===== config.mk =====
export PLATFORM = sky130hd
export DESIGN_NAME = snnm_mean_div
export DESIGN_NICKNAME = d
export VERILOG_FILES = /design/src/hw/rtl/snnm_pkg.sv /design/src/hw/rtl/snnm_mean_div.sv
export SDC_FILE = /design/constraint.sdc
export NUM_CORES = 1
export LEC_CHECK = 0
export BUFFER_PORTS_ARGS = -buffer_cell sky130_fd_sc_hd__clkbuf_2
export CAP_MARGIN = 20
export CORE_MARGIN = 5
export CORE_UTILIZATION = 59
export DETAILED_ROUTE_END_ITERATION = 16
export PLACE_DENSITY = 0.87
export RECOVER_POWER = 25
export SYNTH_ARGS = -nofsm -noshare
export SYNTH_HDL_FRONTEND = slang
export SYNTH_SLANG_ARGS = --single-unit

===== constraint.sdc =====
create_clock -name clk_i -period 4.4 [get_ports clk_i]
set_input_delay 0.88 -clock clk_i [delete_from_list [all_inputs] [get_ports clk_i]]
set_output_delay 0.88 -clock clk_i [all_outputs]
set_load 0.03 [all_outputs]

===== src/hw/rtl/snnm_pkg.sv =====
`timescale 1ns / 1ps
// ----------------------------------------------------------------------------
// snnm_pkg: shared types and constants
// Sizes of the line store, offsets and accumulators of the symmetric nearest
// neighbor mean filter.
// ----------------------------------------------------------------------------
package snnm_pkg;

  localparam int MAX_RADIUS  = 8;
  localparam int MAX_WIDTH   = 1024;
  localparam int CH_BITS     = 8;
  localparam int NUM_CH      = 4;

  localparam int WIN_ROWS    = 2 * MAX_RADIUS + 1;
  localparam int STORE_DEPTH = WIN_ROWS * MAX_WIDTH;
  localparam int HEIGHT_MAX  = 4096;

  // Register field widths
  localparam int WIDTH_W  = 11;
  localparam int HEIGHT_W = 13;
  localparam int RADCFG_W = 4;
  localparam int MODE_W   = 2;
  localparam int CFG_W    = 13;
  localparam int IDX_W    = 2;

  localparam int COL_W   = $clog2(MAX_WIDTH);
  localparam int ROW_W   = $clog2(HEIGHT_MAX);
  localparam int SLOT_W  = $clog2(WIN_ROWS);
  localparam int ADDR_W  = $clog2(STORE_DEPTH);
  localparam int RAD_W   = $clog2(MAX_RADIUS + 1);
  localparam int OFF_W   = RAD_W + 1;

  // Largest member count: point-symmetric pairs over the half plane
  localparam int CNT_MAX = 2 * MAX_RADIUS * MAX_RADIUS + 2 * MAX_RADIUS + 1;
  localparam int CNT_W   = $clog2(CNT_MAX + 1);
  localparam int SUM_W   = CNT_W + CH_BITS;
  localparam int DVD_W   = SUM_W + 1;
  localparam int DIST_W  = 2 * CH_BITS + 2;

  localparam int PIX_W   = NUM_CH * CH_BITS;

  // Channel 0 red, 1 green, 2 blue, 3 alpha
  typedef logic [NUM_CH-1:0][CH_BITS-1:0] pix_t;
  typedef logic [NUM_CH-1:0][SUM_W-1:0]   sum_t;

  typedef enum logic [IDX_W-1:0] {
    REG_WIDTH  = 2'd0,
    REG_HEIGHT = 2'd1,
    REG_RADIUS = 2'd2,
    REG_MODE   = 2'd3
  } reg_idx_e;

  localparam logic [MODE_W-1:0] MODE_PAIRS = 2'd1;

  typedef enum logic [1:0] {
    ST_IDLE,
    ST_RUN,
    ST_DIV
  } state_e;

  // Tag that travels with each line store read
  typedef struct packed {
    logic centre_rd;   // read returns the centre pixel
    logic centre_add;  // add centre, last group of the window
    logic member;      // read returns a group member
    logic first;       // first member of its group
    logic last_mem;    // last member of its group
  } tag_t;

endpackage


===== src/hw/rtl/snnm_mean_div.sv =====
`timescale 1ns / 1ps
// ----------------------------------------------------------------------------
// snnm_mean_div: rounded mean divider
// Restoring division of (sum + count/2) by count, one quotient bit per cycle,
// four channels side by side.
// ----------------------------------------------------------------------------
module snnm_mean_div (
  input  logic                       clk_i,
  input  logic                       rst_ni,
  input  logic                       start_i,
  input  snnm_pkg::sum_t             sum_i,
  input  logic [snnm_pkg::CNT_W-1:0] cnt_i,
  output logic                       busy_o,
  output snnm_pkg::pix_t             mean_o
);

  localparam int STEP_W = $clog2(snnm_pkg::DVD_W + 1);
  localparam int NC     = snnm_pkg::NUM_CH;

  logic                       busy_q;
  logic [STEP_W-1:0]          step_q;
  logic [snnm_pkg::CNT_W-1:0] cnt_q;
  logic [snnm_pkg::DVD_W-1:0] dvd_q [NC];
  logic [snnm_pkg::DVD_W-1:0] quo_q [NC];
  logic [snnm_pkg::CNT_W-1:0] rem_q [NC];
  logic [snnm_pkg::CNT_W:0]   rem_sh [NC];
  logic                       qbit [NC];

  // One trial subtract per channel
  always_comb begin
    for (int k = 0; k < NC; k++) begin
      rem_sh[k] = {rem_q[k], dvd_q[k][snnm_pkg::DVD_W-1]};
      qbit[k]   = (rem_sh[k] >= {1'b0, cnt_q});
    end
  end

  always_ff @(posedge clk_i or negedge rst_ni) begin
    if (!rst_ni) begin
      busy_q <= 1'b0;
      step_q <= '0;
    end else if (start_i) begin
      busy_q <= 1'b1;
      step_q <= STEP_W'(snnm_pkg::DVD_W);
    end else if (busy_q) begin
      step_q <= step_q - 1'b1;
      if (step_q == STEP_W'(1)) begin
        busy_q <= 1'b0;
      end
    end
  end

  always_ff @(posedge clk_i) begin
    if (start_i) begin
      cnt_q <= cnt_i;
      for (int k = 0; k < NC; k++) begin
        dvd_q[k] <= snnm_pkg::DVD_W'(sum_i[k]) + snnm_pkg::DVD_W'(cnt_i >> 1);
        rem_q[k] <= '0;
        quo_q[k] <= '0;
      end
    end else if (busy_q) begin
      for (int k = 0; k < NC; k++) begin
        dvd_q[k] <= dvd_q[k] << 1;
        quo_q[k] <= {quo_q[k][snnm_pkg::DVD_W-2:0], qbit[k]};
        if (qbit[k]) begin
          rem_q[k] <= snnm_pkg::CNT_W'(rem_sh[k] - {1'b0, cnt_q});
        end else begin
          rem_q[k] <= rem_sh[k][snnm_pkg::CNT_W-1:0];
        end
      end
    end
  end

  always_comb begin
    for (int k = 0; k < NC; k++) begin
      mean_o[k] = quo_q[k][snnm_pkg::CH_BITS-1:0];
    end
  end

  assign busy_o = busy_q;

endmodule

* Word-level counts from Yosys, hierarchy flattened
Memory sizes are Yosys's and may differ from the RTL's.
Cells that the tools add are included.
** Word-level totals
- Memory bits (writable) :: 168
- Output and inout port bits :: 33
- Memories :: 3
- Register bits after elaboration :: 14
- Logic and storage cells :: 95
** Memories
- dvd_q :: depth 4, width 17, rd ports 4, clocked after memory_dff 0, wr ports 4, RTL line snnm_mean_div.sv:23 : logic [snnm_pkg::DVD_W-1:0] dvd_q [NC];
- quo_q :: depth 4, width 17, rd ports 4, clocked after memory_dff 0, wr ports 4, RTL line snnm_mean_div.sv:24 : logic [snnm_pkg::DVD_W-1:0] quo_q [NC];
- rem_q :: depth 4, width 8, rd ports 4, clocked after memory_dff 0, wr ports 4, RTL line snnm_mean_div.sv:25 : logic [snnm_pkg::CNT_W-1:0] rem_q [NC];
** Cells by class
- Magnitude comparators :: 4
- Equality and inequality tests :: 1
- Reduce and logical (&&, ||, !) cells :: 1
- Mux-type cells :: 58
- Bitwise operators :: 16
- Add/subtract/negate cells :: 9
** Operator list (count)
- two-way mux 17 bit :: 8
- adder 16 x 7 -> 17 bit :: 4
- two-way mux 8 bit :: 8
- two-way mux 1 bit :: 40
- >= comparator 9 x 8 -> 1 bit :: 4
- subtractor 8 bit :: 4
- bitwise OR 1 bit :: 16
- two-way mux 5 bit :: 2
- == test 5 x 1 -> 1 bit (second input constant) :: 1
- subtractor 5 x 1 -> 5 bit (second input constant) :: 1
- nonzero test 2 bit :: 1

* Depth between registers and ports, before layout
- Depth in word-level cells :: 7
- Depth in mapped cells :: 10
- Gate-level depth less buffers :: 10

* Least setup slack after synthesis
OpenSTA, ideal clock, no wires.
- Kind :: in2reg
- From :: in start_i
- To :: mem dvd_q[0][10] in the netlist's numbering (enable)
- Slack :: -133 ps
- Arrival time :: 3406 ps
- Stages on the path :: 3
- Data required time :: 3273 ps
- Setup time :: 1127 ps
- Cell sequence :: clkinv_1 > clkbuf_1 > nand2_1
** RTL lines
- from (decl) :: RTL line snnm_mean_div.sv:10 : input logic start_i,
- to (decl) :: RTL line snnm_mean_div.sv:23

==> impl_metrics.csv <==
group,metric,value,unit
status,status,"complete, but fails checks",
status,violations,"max-capacitance violations, max-slew violations",
clocking,post_cts_resized,0,
floorplanning,start_util,59.3,%
global_route,grtUsageMet3,4.90,%
pwr,combPwrFrac,36.8,%
pwr,switchingPower,2120,µW
sta,period_share,71.2,%
drt,first_pass_iters,6,
synthesis,async_flop_share,4.11,%
pwr,powerDensity,566,nW/µm²
clocking,clock_sinks,146,
floorplanning,dieArea,17700,µm²
clocking,clk_pin_slew,0.07,ns
clocking,cts_tree,"built",
global_route,grt_antenna_before_repair,0,
pwr,internal_power,3630,µW
worst_setup_path,cp_top_family,"buffers and inverters",
pwr,total_leakage_power,0.00446,µW
drt,drc,0,
flow_run,max_cap_viol_count,2,
synthesis,synth_warnings,0,
global_route,grt_remaining_overflow,0,
sta,worst_pin_slew,2.07,ns
worst_setup_path,slowest_delay,1.25,ns
synthesis,syn_avg_cell_area,10.6,µm²
sta,fmax,319,MHz
sta,period_minus_slack,3.13,ns
worst_setup_path,end_kind,"flop",
drt,wl_per_cell,17.6,µm
clocking,htreeDepth,4,
clocking,cts_buffers,17,
synthesis,synth-edff-count,137,
final_layout,fillers,1104,
worst_setup_path,worstSetupPathType,"input pin to flop",
worst_setup_path,cp-start-kind,"input pin",
worst_setup_path,cp.required,4.58,ns
clocking,clk_latency,0.43,ns
floorplanning,die_w,133,µm
synthesis,yosys_most_used_dff,"edfxtp_1",
sta,drv_slew,90,
drt,ant_nets,0,
clocking,cts_root_buf,"clkbuf_16",
sta,hold_viol_final,0,
pwr,switching_share,36.9,%
synthesis,yosysUniqueCellTypes,66,
pwr,power_frac_seq,39.6,%
floorplanning,fp-row-count,45,
drt,wirelength,20300,µm
sta,skew,0.00883,ns
hold_path,hold_path.class,"input pin to asynchronous set/reset pin",
place,hpwl,14100,µm
synthesis,yosysTopAreaCell,"edfxtp_1",
drt,viasPerCell,6.09,
worst_setup_path,path_max_fanout,69,
final_layout,syn_to_final_growth,13.9,%
global_route,use_met1,29.1,%
clocking,cts_hold_buf,0,
worst_setup_path,cp.arrival,3.31,ns
pwr,ir_worst_vdd,0.314,mV
final_layout,antenna_cells,0,
final_layout,fin_nets,1093,
synthesis,synth_common_cells,"edfxtp_1 (137), nand2_1 (97), o21ai_0 (76), ha_1 (62), nor2_1 (53)",
synthesis,synth_seq_cells,146,
synthesis,syn_area,8920,µm²
floorplanning,die_y,133,µm
place,portBuffers,107,
worst_setup_path,crit_slowest_cell,"clkbuf_1",
synthesis,syn_nets,985,
sta,fin_ws,1.27,ns
floorplanning,core_area,15000,µm²
global_route,busiest_layer,"met2",
global_route,grt_max_degree,70,
clocking,cts_buffer_depth,2,
drt,drt_iter0_drc,484,
global_route,grt_pass1_wl,32800,µm
synthesis,synth_seq_area_share,48.5,%
drt,vias,6992,
place,place_congestion,0.859,
synthesis,synth_top_cells_by_area,"edfxtp_1 (46%), ha_1 (8.7%), o21ai_0 (4.3%)",
place,pre_cts_ws,1.27,ns
floorplanning,num_io_pins,108,
global_route,grt_usage,22.8,%
worst_setup_path,path_cells,"clkbuf_1 -> clkbuf_1 -> nor2_4 -> buf_4 -> nand2_1 -> o21ai_0 -> or3_1",
sta,slew_headroom,-37.7,%
sta,rsz0062_at_grt,"false",
clocking,postCtsSetupBuffers,0,
final_layout,final_layout_size_suffix_gt1_share,12.2,%
sta,finalSetupViolations,0,
worst_setup_path,worst_path_most_repeated_cell,"clkbuf_1",
synthesis,synth_most_common_cell,"edfxtp_1",
global_route,grt_pass1_vias,6886,
worst_setup_path,critical_path_buf_inv_count,3,
global_route,met2_usage,38.4,%
synthesis,synthCells,840,
synthesis,yosys.area.top_type_share,46.1,%
pwr,power.share.clock,23.7,%
sta,setup_tns,0,ns
-- cell type report --
class / count / area (µm²) / area share, %
clock buffer: 17 / 425 / 4.19
clock inverter: 15 / 120 / 1.18
inverter: 34 / 128 / 1.26
multi-input combinational: 632 / 4360 / 42.9
sequential: 146 / 4320 / 42.6
tap: 188 / 235 / 2.32
timing repair buffer: 117 / 563 / 5.55
-- metrics by stage --
stage | hold WS [ns] | total power (µW) | utilization, % | area (µm²) | instances
after floorplan | 0.445 | 3860 | - | 8920 | 840
after global placement | 0.464 | 4300 | 64.3 | 9670 | 1117
after detailed placement | 0.481 | 4390 | 64.3 | 9670 | 1117
after CTS | 0.256 | 5770 | 67.9 | 10200 | 1149
after global routing | 0.326 | 6070 | 67.5 | 10200 | 1149
final | 0.311 | 5750 | 67.5 | 10200 | 1149
-- power groups by stage --
stage               logic, µW  registers [µW]  clock network [µW]
finish                   2110            2280                1360
global route             2320            2320                1420
CTS                      2130            2280                1370
detailed placement       2090            2300                   0
global placement         2020            2280                   0
floorplan                1460            2410                   0
-- flip-flops by register name (all words and copies together), names as in the netlist --
name	count
quo_q	32
cnt_q	8
dvd_q	68
rem_q	32
step_q	5
busy_o	1
-- worst register-to-register path: cells and delay by family (launching register included) --
family / cells / cell delay [ns]
AOI/OAI and AO/OA: 4 / 1.23
buffers and inverters: 2 / 0.52
adders and majority gates: 1 / 0.36
DFF: 1 / 0.35
muxes: 1 / 0.24
and+or+nand+nor: 1 / 0.06
-- worst paths after layout --
check                           cells past startpoint   startpoint            to  slack (ns)
worst max-delay path                                7      start_i  dvd_q[2][10]        1.27
worst min-delay path                                1       rst_ni        busy_o        0.31
worst max register to register                      9     cnt_q[6]   rem_q[1][2]        1.37
worst min register to register                      2  dvd_q[2][0]   dvd_q[2][0]        0.49
max in group asynchronous                           1       rst_ni     step_q[2]        3.85
min in group clk_i                                  2  dvd_q[2][0]   dvd_q[2][0]        0.49
-- layer usage --
layer | share of wire [%] | vias to the layer above
met5 | 0 | -
met4 | 2.8 | 0
met3 | 6.3 | 47
met2 | 48 | 250
met1 | 43 | 3353
li1 | - | 3342
-- kinds of logic (layout without fill, tap and decap cells) --
logic type | count (synthesis) | after routing | synth area share [%]
AOI/OAI and AO/OA | 212 | 212 | 15.2
muxes | 16 | 16 | 1.80
DFF | 146 | 146 | 48.5
xor gates and xnor gates | 67 | 67 | 6.58
and+or+nand+nor | 267 | 267 | 14.6
adders and majority gates | 70 | 70 | 10.5
buffers and inverters | 62 | 183 | 2.81
-- cells in the final DEF, fill, tap and decap left out, drive strengths merged, types with 4 or more instances in the layout --
cell type / instances
edfxtp: 137
clkbuf: 126
nand2: 98
o21ai: 78
ha: 62
nor2: 53
a21oi: 45
inv: 41
and3: 36
xor2: 34
xnor2: 33
nand3: 18
mux2i: 16
nor2b: 15
nand2b: 14
a211oi: 13
o21a: 11
a21o: 10
nand4: 9
o211ai: 8
fa: 8
buf: 8
clkinv: 8
dfrtp: 6
nor3: 5
o211a: 4
a32oi: 4
a211o: 4
(Power assumes the default switching activity.)
