<file path="src/hw/rtl/snnm_pkg.sv">
`timescale 1ns / 1ps
// ----------------------------------------------------------------------------
// snnm_pkg: shared types and constants
// Sizes of the line store, offsets and accumulators of the symmetric nearest
// neighbor mean filter.
// ----------------------------------------------------------------------------
package snnm_pkg;

  localparam int MAX_RADIUS  = 8;
  localparam int MAX_WIDTH   = 1024;
  localparam int CH_BITS     = 8;
  localparam int NUM_CH      = 4;

  localparam int WIN_ROWS    = 2 * MAX_RADIUS + 1;
  localparam int STORE_DEPTH = WIN_ROWS * MAX_WIDTH;
  localparam int HEIGHT_MAX  = 4096;

  // Register field widths
  localparam int WIDTH_W  = 11;
  localparam int HEIGHT_W = 13;
  localparam int RADCFG_W = 4;
  localparam int MODE_W   = 2;
  localparam int CFG_W    = 13;
  localparam int IDX_W    = 2;

  localparam int COL_W   = $clog2(MAX_WIDTH);
  localparam int ROW_W   = $clog2(HEIGHT_MAX);
  localparam int SLOT_W  = $clog2(WIN_ROWS);
  localparam int ADDR_W  = $clog2(STORE_DEPTH);
  localparam int RAD_W   = $clog2(MAX_RADIUS + 1);
  localparam int OFF_W   = RAD_W + 1;

  // Largest member count: point-symmetric pairs over the half plane
  localparam int CNT_MAX = 2 * MAX_RADIUS * MAX_RADIUS + 2 * MAX_RADIUS + 1;
  localparam int CNT_W   = $clog2(CNT_MAX + 1);
  localparam int SUM_W   = CNT_W + CH_BITS;
  localparam int DVD_W   = SUM_W + 1;
  localparam int DIST_W  = 2 * CH_BITS + 2;

  localparam int PIX_W   = NUM_CH * CH_BITS;

  // Channel 0 red, 1 green, 2 blue, 3 alpha
  typedef logic [NUM_CH-1:0][CH_BITS-1:0] pix_t;
  typedef logic [NUM_CH-1:0][SUM_W-1:0]   sum_t;

  typedef enum logic [IDX_W-1:0] {
    REG_WIDTH  = 2'd0,
    REG_HEIGHT = 2'd1,
    REG_RADIUS = 2'd2,
    REG_MODE   = 2'd3
  } reg_idx_e;

  localparam logic [MODE_W-1:0] MODE_PAIRS = 2'd1;

  typedef enum logic [1:0] {
    ST_IDLE,
    ST_RUN,
    ST_DIV
  } state_e;

  // Tag that travels with each line store read
  typedef struct packed {
    logic centre_rd;   // read returns the centre pixel
    logic centre_add;  // add centre, last group of the window
    logic member;      // read returns a group member
    logic first;       // first member of its group
    logic last_mem;    // last member of its group
  } tag_t;

endpackage

</file>
<file path="src/hw/rtl/snnm_group_seq.sv">
`timescale 1ns / 1ps
// ----------------------------------------------------------------------------
// snnm_group_seq: window read sequencer
// Reads the centre, then every member of every offset group, one read per
// cycle, and tags each read for the selector.
// ----------------------------------------------------------------------------
module snnm_group_seq (
  input  logic                        clk_i,
  input  logic                        rst_ni,
  input  logic                        start_i,
  input  logic [snnm_pkg::RAD_W-1:0]  radius_i,
  input  logic                        pairs_i,
  input  logic [snnm_pkg::COL_W-1:0]  col_i,
  input  logic [snnm_pkg::SLOT_W-1:0] slot_i,
  output logic                        busy_o,
  output logic                        rd_en_o,
  output logic [snnm_pkg::ADDR_W-1:0] rd_addr_o,
  output snnm_pkg::tag_t              tag_o
);

  localparam int CW = snnm_pkg::COL_W + 1;
  localparam int SW = snnm_pkg::SLOT_W + 1;

  logic                               busy_q, cen_q, pairs_q;
  logic        [snnm_pkg::RAD_W-1:0]  rad_q;
  logic        [snnm_pkg::COL_W-1:0]  col_q;
  logic        [snnm_pkg::SLOT_W-1:0] slot_q;
  logic signed [snnm_pkg::OFF_W-1:0]  u_q, v_q;
  logic        [1:0]                  i_q;
  snnm_pkg::tag_t                     tag_d, tag_q;

  logic signed [snnm_pkg::OFF_W-1:0]  rad_s, umax, du, dv;
  logic        [1:0]                  i_last;
  logic                               at_centre;
  logic signed [CW-1:0]               col_t;
  logic signed [SW-1:0]               roff, slot_t;
  logic        [snnm_pkg::SLOT_W-1:0] rd_slot;

  // Member offsets of the current group
  always_comb begin
    rad_s     = snnm_pkg::OFF_W'(rad_q);
    umax      = pairs_q ? rad_s : '0;
    i_last    = pairs_q ? 2'd1 : 2'd3;
    at_centre = (u_q == '0) && (v_q == '0);
    du        = u_q;
    dv        = v_q;
    case (i_q)
      2'd0:    begin du = u_q;  dv = v_q;  end
      2'd1:    begin du = -u_q; dv = -v_q; end
      2'd2:    begin du = -u_q; dv = v_q;  end
      default: begin du = u_q;  dv = -v_q; end
    endcase
    if (cen_q) begin
      du = '0;
      dv = '0;
    end
  end

  // Address: column col - r + du, row slot stepped back by r - dv modulo rows
  always_comb begin
    col_t  = CW'(col_q) - CW'(rad_q) + CW'(du);
    roff   = SW'(rad_s) - SW'(dv);
    slot_t = SW'(slot_q) - roff;
    if (slot_t < 0) begin
      slot_t = slot_t + SW'(snnm_pkg::WIN_ROWS);
    end
    rd_slot   = slot_t[snnm_pkg::SLOT_W-1:0];
    rd_addr_o = snnm_pkg::ADDR_W'(rd_slot) * snnm_pkg::ADDR_W'(snnm_pkg::MAX_WIDTH)
              + snnm_pkg::ADDR_W'(col_t[snnm_pkg::COL_W-1:0]);
    rd_en_o   = busy_q && (cen_q || !at_centre);
  end

  always_comb begin
    tag_d            = '0;
    tag_d.centre_rd  = busy_q && cen_q;
    tag_d.centre_add = busy_q && !cen_q && at_centre;
    tag_d.member     = busy_q && !cen_q && !at_centre;
    tag_d.first      = (i_q == 2'd0);
    tag_d.last_mem   = (i_q == i_last);
  end

  // Group walk: v rows from -r, u from -r to the row end, centre last
  always_ff @(posedge clk_i or negedge rst_ni) begin
    if (!rst_ni) begin
      busy_q <= 1'b0;
      cen_q  <= 1'b0;
      tag_q  <= '0;
    end else begin
      tag_q <= tag_d;
      if (start_i) begin
        busy_q <= 1'b1;
        cen_q  <= 1'b1;
      end else if (busy_q) begin
        if (cen_q) begin
          cen_q <= 1'b0;
        end else if (at_centre) begin
          busy_q <= 1'b0;
        end
      end
    end
  end

  always_ff @(posedge clk_i) begin
    if (start_i) begin
      rad_q   <= radius_i;
      pairs_q <= pairs_i;
      col_q   <= col_i;
      slot_q  <= slot_i;
    end else if (busy_q) begin
      if (cen_q) begin
        u_q <= -rad_s;
        v_q <= -rad_s;
        i_q <= 2'd0;
      end else if (!at_centre) begin
        if (i_q == i_last) begin
          i_q <= 2'd0;
          if (u_q == umax) begin
            u_q <= -rad_s;
            v_q <= v_q + 1'b1;
          end else begin
            u_q <= u_q + 1'b1;
          end
        end else begin
          i_q <= i_q + 1'b1;
        end
      end
    end
  end

  assign busy_o = busy_q;
  assign tag_o  = tag_q;

endmodule

</file>
<file path="config.mk">
export PLATFORM = sky130hd
export DESIGN_NAME = snnm_group_seq
export DESIGN_NICKNAME = d
export VERILOG_FILES = /design/src/hw/rtl/snnm_pkg.sv /design/src/hw/rtl/snnm_group_seq.sv
export SDC_FILE = /design/constraint.sdc
export NUM_CORES = 1
export LEC_CHECK = 0
export ABC_AREA = 1
export BUFFER_PORTS_ARGS = -buffer_cell sky130_fd_sc_hd__buf_2
export CORE_UTILIZATION = 35
export DETAILED_ROUTE_END_ITERATION = 16
export GPL_TIMING_DRIVEN = 0
export PLACE_DENSITY_LB_ADDON = 0.3
export SLEW_MARGIN = 10
export SYNTH_ARGS = -nofsm -noshare
export SYNTH_HDL_FRONTEND = slang
export SYNTH_SLANG_ARGS = --single-unit
</file>
<file path="constraint.sdc">
create_clock -name clk_i -period 9.2 [get_ports clk_i]
set_input_delay 1.38 -clock clk_i [delete_from_list [all_inputs] [get_ports clk_i]]
set_output_delay 1.38 -clock clk_i [all_outputs]
set_load 0.05 [all_outputs]
</file>
Word-level counts from Yosys, hierarchy flattened
Cells that the tools add are included.
{"block": "classes", "addsub": 12, "n_lt_le_gt_ge": 1, "eq_ne": 5, "mux": 23, "bitwise": 1, "reduce_logical": 20}
{"op": "$mux 5", "n": 13}
{"op": "$add 15x10->15", "n": 1}
{"op": "$add 10x10->10", "n": 1}
{"op": "$add 5x1->5 const B", "n": 2}
{"op": "$logic_not 5->1", "n": 2}
{"op": "$neg 5->5", "n": 2}
{"op": "$sub 10x4->10", "n": 1}
{"op": "$logic_and 1x1->1", "n": 6}
{"op": "$lt 6x1->1 const B", "n": 1}
{"op": "$mux 1", "n": 6}
{"op": "$mux 2", "n": 3}
{"op": "$reduce_bool 2->1", "n": 3}
{"op": "$sub 5x5->6", "n": 1}
{"op": "$sub 5x6->6", "n": 1}
{"op": "$add 5x5->5 const B", "n": 1}
{"op": "$eq 5x5->1", "n": 1}
{"op": "$neg 4->5", "n": 1}
{"op": "$reduce_and 5->1", "n": 1}
{"op": "$mux 4", "n": 1}
{"op": "$reduce_and 4->1", "n": 1}
{"op": "$reduce_or 2->1", "n": 2}
{"op": "$reduce_and 3->1", "n": 1}
{"op": "$add 2x1->2 const B", "n": 1}
{"op": "$eq 2x1->1 const B", "n": 1}
{"op": "other kinds (7)", "n": 8}
{"block": "word_totals", "register_bits": 39, "in_bits": 23, "out_inout_bits": 22, "wordCells": 76}

Longest topological paths before layout
{"block": "logic_depth", "ltp_word": 9, "ltp_mapped": 19, "mapped_depth_nobuf": 19}

Worst setup path after synthesis
No wires, ideal clock.
{"block": "synth_path", "path_kind": "register to output", "start": "register u_q[0] (netlist bit)", "end": "output port rd_addr_o[6] (netlist bit)", "arrival_time_ns": 3.193, "required_time_ns": 7.820, "slack_ns": 4.627, "path_stages_with_launch": 11, "n_path_buf": 0, "path_cell_list": "edfxtp_1 > inv_1 > ha_1 > inv_1 > a21oi_1 > o21ai_0 > fa_1 > fa_1 > o21ai_0 > a21oi_1 > xnor2_1"}
{"block": "synth_between", "elab_chain_cells": 5}
{"element": "start: declaration", "line": "snnm_group_seq.sv:28", "rtl": "logic signed [snnm_pkg::OFF_W-1:0] u_q, v_q;"}
{"element": "start signal: assignment", "line": "snnm_group_seq.sv:111", "rtl": "u_q <= -rad_s;"}
{"element": "start signal: assignment", "line": "snnm_group_seq.sv:118", "rtl": "u_q <= -rad_s;"}
{"element": "start signal: assignment", "line": "snnm_group_seq.sv:121", "rtl": "u_q <= u_q + 1'b1;"}
{"element": "$neg 5->5", "line": "snnm_group_seq.sv:49, snnm_group_seq.sv:50"}
{"element": "$mux 5 (*)"}
{"element": "$mux 5 (*)", "line": "snnm_group_seq.sv:53", "rtl": "if (cen_q) begin"}
{"element": "$add 10x10->10 (*)", "line": "snnm_group_seq.sv:61", "rtl": "col_t = CW'(col_q) - CW'(rad_q) + CW'(du);"}
{"element": "$add 15x10->15 (*)", "line": "snnm_group_seq.sv:69", "rtl": "+ snnm_pkg::ADDR_W'(col_t[snnm_pkg::COL_W-1:0]);"}
{"element": "end: declaration", "line": "snnm_group_seq.sv:17", "rtl": "output logic [snnm_pkg::ADDR_W-1:0] rd_addr_o,"}
Every way passes the cells marked *; elsewhere a longest branch is shown, timed or not.

==> metrics.md <==
| Metric | Value |
|---|---|
| Top-Level Pins | `45` |
| Min cycle time layout | `5.02 ns` |
| Number of buffers created by CTS | `5` |
| Fin Setup TNS | `0 ns` |
| WHS Endpoint | `tag_o[4]$_DFF_PN0_` |
| Count of pins over their slew limit | `0` |
| CTS Hold Buffers Added | `0` |
| Antenna Nets Post-Route | `0` |
| Critical path fanouts, max | `6` |
| R2r startpoint | `u_q[0]$_DFFE_PP_` |
| Post-synthesis sequential area ratio | `0.380` |
| Pwr Density | `231 mW/mm²` |
| H-tree Lvls | `2` |
| Syn Inst Count | `354` |
| YS warnings | `0` |
| Nets@finish | `468` |
| Yosys top cell area share | `0.321` |
| Ant diodes | `0` |
| # rows | `33` |
| Hold Violations, Final | `0` |
| Syn nets | `417` |
| Core area | `0.00826 mm²` |
| PortBufs | `44` |
| Clock Latency Late Sink | `0.29 ns` |
| Number of setup buffers added after CTS | `0` |
| Reg2reg setup slack | `6.58 ns` |
| P&R area growth vs syn | `16.2%` |
| Most common cell on crit path | `nand2_1` |
| Vias in the first global route | `2200` |
| Die area | `0.00892 mm²` |
| Synth top area cells | `edfxtp_1 32%, ha_1 13%, inv_1 10%` |
| Residual DRC | `0` |
| Post-DP HPWL | `4470 µm` |
| Syn Area/Cell | `8.45 µm²` |
| Flop pwr share | `0.269` |
| Max-slew headroom | `0.635` |
| CTS sink count | `39` |
| HP Class | `flip-flop to flip-flop` |
| Total chip power | `0.000802 W` |
| Clock Tree Buf Depth | `2` |
| Cell class contributing the biggest share of worst-path delay | `simple AND/OR/NAND/NOR gates` |
| First-pass GRT wire length | `9740 µm` |
| First-pass DRT Iterations | `4` |
| Net Switching | `0.000368 W` |
| Highest Clock Rate | `0.199 GHz` |
| Critical path launch point type | `flip-flop` |
| Max Cap Viol | `0` |
| TritonCTS clock tree | `yes` |
| Die Wd | `94.4 µm` |
| Worst EP required | `7.82 ns` |
| Pint | `0.000435 W` |
| Via/cell ratio | `4.60` |
| Clock-pin slew on the worst setup and hold paths | `0.08 ns` |
| Synth area leader | `edfxtp_1` |
| Clock power frac | `0.211` |
| Switching share of power | `0.458` |
| Buffers & Inverters on Critical Path | `5` |
| Syn Std Cell Area | `0.00299 mm²` |
| CP Data Arrival Time | `3.64 ns` |
| Starting Density | `0.362` |
| Hold depth | `2` |
| DRT iter0 DRCs | `91` |
| Worst setup path class | `flip-flop to output pin` |
| Die height | `94.4 µm` |
| Period utilization | `0.545` |
| Leak | `1.81 nW` |
| Post-Route WL | `5690 µm` |
| Initial antenna violation count | `0` |
| Largest net degree at the start of global routing | `23` |
| Global route overflow | `0` |
| Avg WL per Cell | `11.1 µm` |
| Actual slew at the worst max-slew pin | `0.548 ns` |
| Status | `complete, no violations` |
| Setup crit end kind | `output pin` |
| Cts repair resizes | `0` |
| Reg-to-Reg End | `v_q[1]$_DFFE_PP_` |
| Vias | `2350` |
| Final setup violation count | `0` |
| Slowest cell delay on critical path | `0.50 ns` |
| Worst path slowest cell | `fa_1` |
| Max VDD drop | `0.102 mV` |
| Reg2reg path depth | `10` |
| Share of cells above drive strength 1 | `0.160` |
| RD Place Congestion | `0.831` |
| Synth unique cells | `33` |
| Hold path startpoint | `busy_o$_DFF_PN0_` |
| RSZ-0062 raised after global routing | `no` |
| Clk root buf | `clkbuf_8` |
| #FFs+latches synth | `39` |
| GRT Overall Usage | `0.141` |
| Worst path cell trace | `inv_1, ha_1, nor2_1, inv_1, o21ai_0, nand3_1, fa_1, inv_1, ha_1, inv_1, nand2_1, nand4_1, nand2_1, nand2_1, nand2_2, nand2_1, nand2_1, buf_2` |
| Logic gate share of total power | `0.520` |
| Layout Skew | `0.00693 ns` |
## layout make-up
| type | count | area, µm² |
|---|---|---|
| repair buffers | 44 | 220 |
| fillers | 832 | 4780 |
| flip-flops and latches | 39 | 1140 |
| plain buffers | 6 | 42.5 |
| clock inverters | 2 | 60.1 |
| clock buffers | 6 | 72.6 |
| inverters | 80 | 300 |
| well taps | 105 | 131 |
| multi-input cells | 229 | 1510 |
## per-layer routing
metal,wire [µm],track usage,vias to the layer above
li1,-,-,1234
met1,2630,0.175,1077
met2,2840,0.246,37
met3,190,0.0298,2
met4,42,0.0359,0
met5,0,0,-
## cells by family after synthesis
| logic type | after synthesis | share of synthesized area |
|---|---|---|
| AND/OR/NAND/NOR | 130 | 0.192 |
| buffers and inverters | 86 | 0.115 |
| AO/OA/AOI/OAI | 44 | 0.0816 |
| adder cells (fa/ha/maj) | 40 | 0.187 |
| flip-flops | 39 | 0.380 |
| XOR/XNOR | 15 | 0.0439 |
## worst reg2reg max path: stages (launching register included)
cell and delay, ns:
edfxtp_1 0.49, inv_1 0.10, ha_1 0.21, inv_1 0.07, nor3_1 0.05, ha_1 0.20, nand2_1 0.10, nor2_1 0.07
nor3_1 0.35, nand2_1 0.16, a21oi_1 0.46
## Yosys cell counts
| cell | number |
|---|---|
| fa_1 | 8 |
| nor2_2 | 2 |
| buf_4 | 2 |
| o21ai_1 | 2 |
| edfxtp_1 | 32 |
| nand3_2 | 1 |
| o211ai_2 | 1 |
| nand4_1 | 3 |
| o21ai_2 | 1 |
| xor2_1 | 7 |
| o21ai_0 | 18 |
| ha_1 | 32 |
| and3_1 | 1 |
| o21a_1 | 2 |
| o31ai_1 | 2 |
| nand3b_2 | 1 |
| nand2_1 | 75 |
| buf_2 | 2 |
| nand2_2 | 1 |
| a21o_1 | 1 |
| a21oi_1 | 17 |
| and2_0 | 1 |
| xnor2_1 | 8 |
| nor3_2 | 1 |
| inv_1 | 80 |
| dfrtp_1 | 7 |
| nand2_4 | 1 |
| nand3_1 | 25 |
| nor2_1 | 12 |
| or2_1 | 1 |
| clkbuf_1 | 1 |
| nor3_1 | 5 |
| clkbuf_8 | 1 |
## power groups by stage
stage	clock (W)	combinational [W]	sequential, W
after CTS	0.000174	0.000422	0.000216
after global placement	0	0.000414	0.000219
after global routing	0.000181	0.000468	0.000217
final	0.000169	0.000417	0.000216
after detailed placement	0	0.000420	0.000220
after floorplan	0	0.000334	0.000221
## layout by cell type, fill, tap and decap left out
master	synthesis	layout
nor3_2	1	1
nand4_1	3	3
fa_1	8	8
nand3b_2	1	1
nand2_4	1	1
o21ai_0	18	18
dfrtp_1	7	7
nor2_2	2	2
nand2_1	75	75
nand3_1	25	25
a21oi_1	17	17
o21ai_2	1	1
or2_1	1	1
clkbuf_8	1	6
bufinv_16	0	2
buf_4	2	2
inv_1	80	80
o211ai_2	1	1
edfxtp_1	32	32
o31ai_1	2	2
o21ai_1	2	2
xor2_1	7	7
nor2_1	12	12
and2_0	1	1
nand3_2	1	1
and3_1	1	1
o21a_1	2	2
ha_1	32	32
xnor2_1	8	8
clkbuf_1	1	2
nor3_1	5	5
buf_2	2	46
a21o_1	1	1
nand2_2	1	1
## state kept, by name, indices dropped and copies added, names as in the netlist, 2 cells and up
register	count
col_q	10
slot_q	5
tag_o	5
u_q	5
v_q	5
rad_q	4
i_q	2
## stage by stage
stage	cells	area, µm²	worst slack (ns)	hold WS [ns]	util
global route	511	3470	3.79	0.584	0.421
detailed placement	503	3340	4.52	0.511	0.405
CTS	511	3470	4.19	0.540	0.421
floorplan	354	2990	4.63	0.524	-
finish	511	3470	4.18	0.537	0.421
global placement	503	3340	4.62	0.520	0.405
## how the worst max path moves through the flow
stage,startpoint,endpoint,slack (ns),cells after the start
2_1_floorplan,u_q[0]$_DFFE_PP_,rd_addr_o[6],4.63,10
3_3_place_gp,i_q[0]$_SDFFCE_PN0P_,rd_addr_o[12],4.62,18
6_report,i_q[0]$_SDFFCE_PN0P_,rd_addr_o[11],4.18,18
3_5_place_dp,i_q[0]$_SDFFCE_PN0P_,rd_addr_o[11],4.52,18
4_1_cts,i_q[0]$_SDFFCE_PN0P_,rd_addr_o[11],4.19,18
5_1_grt,i_q[0]$_SDFFCE_PN0P_,rd_addr_o[11],3.79,18
No activity file was read; power rests on OpenSTA's default activity.
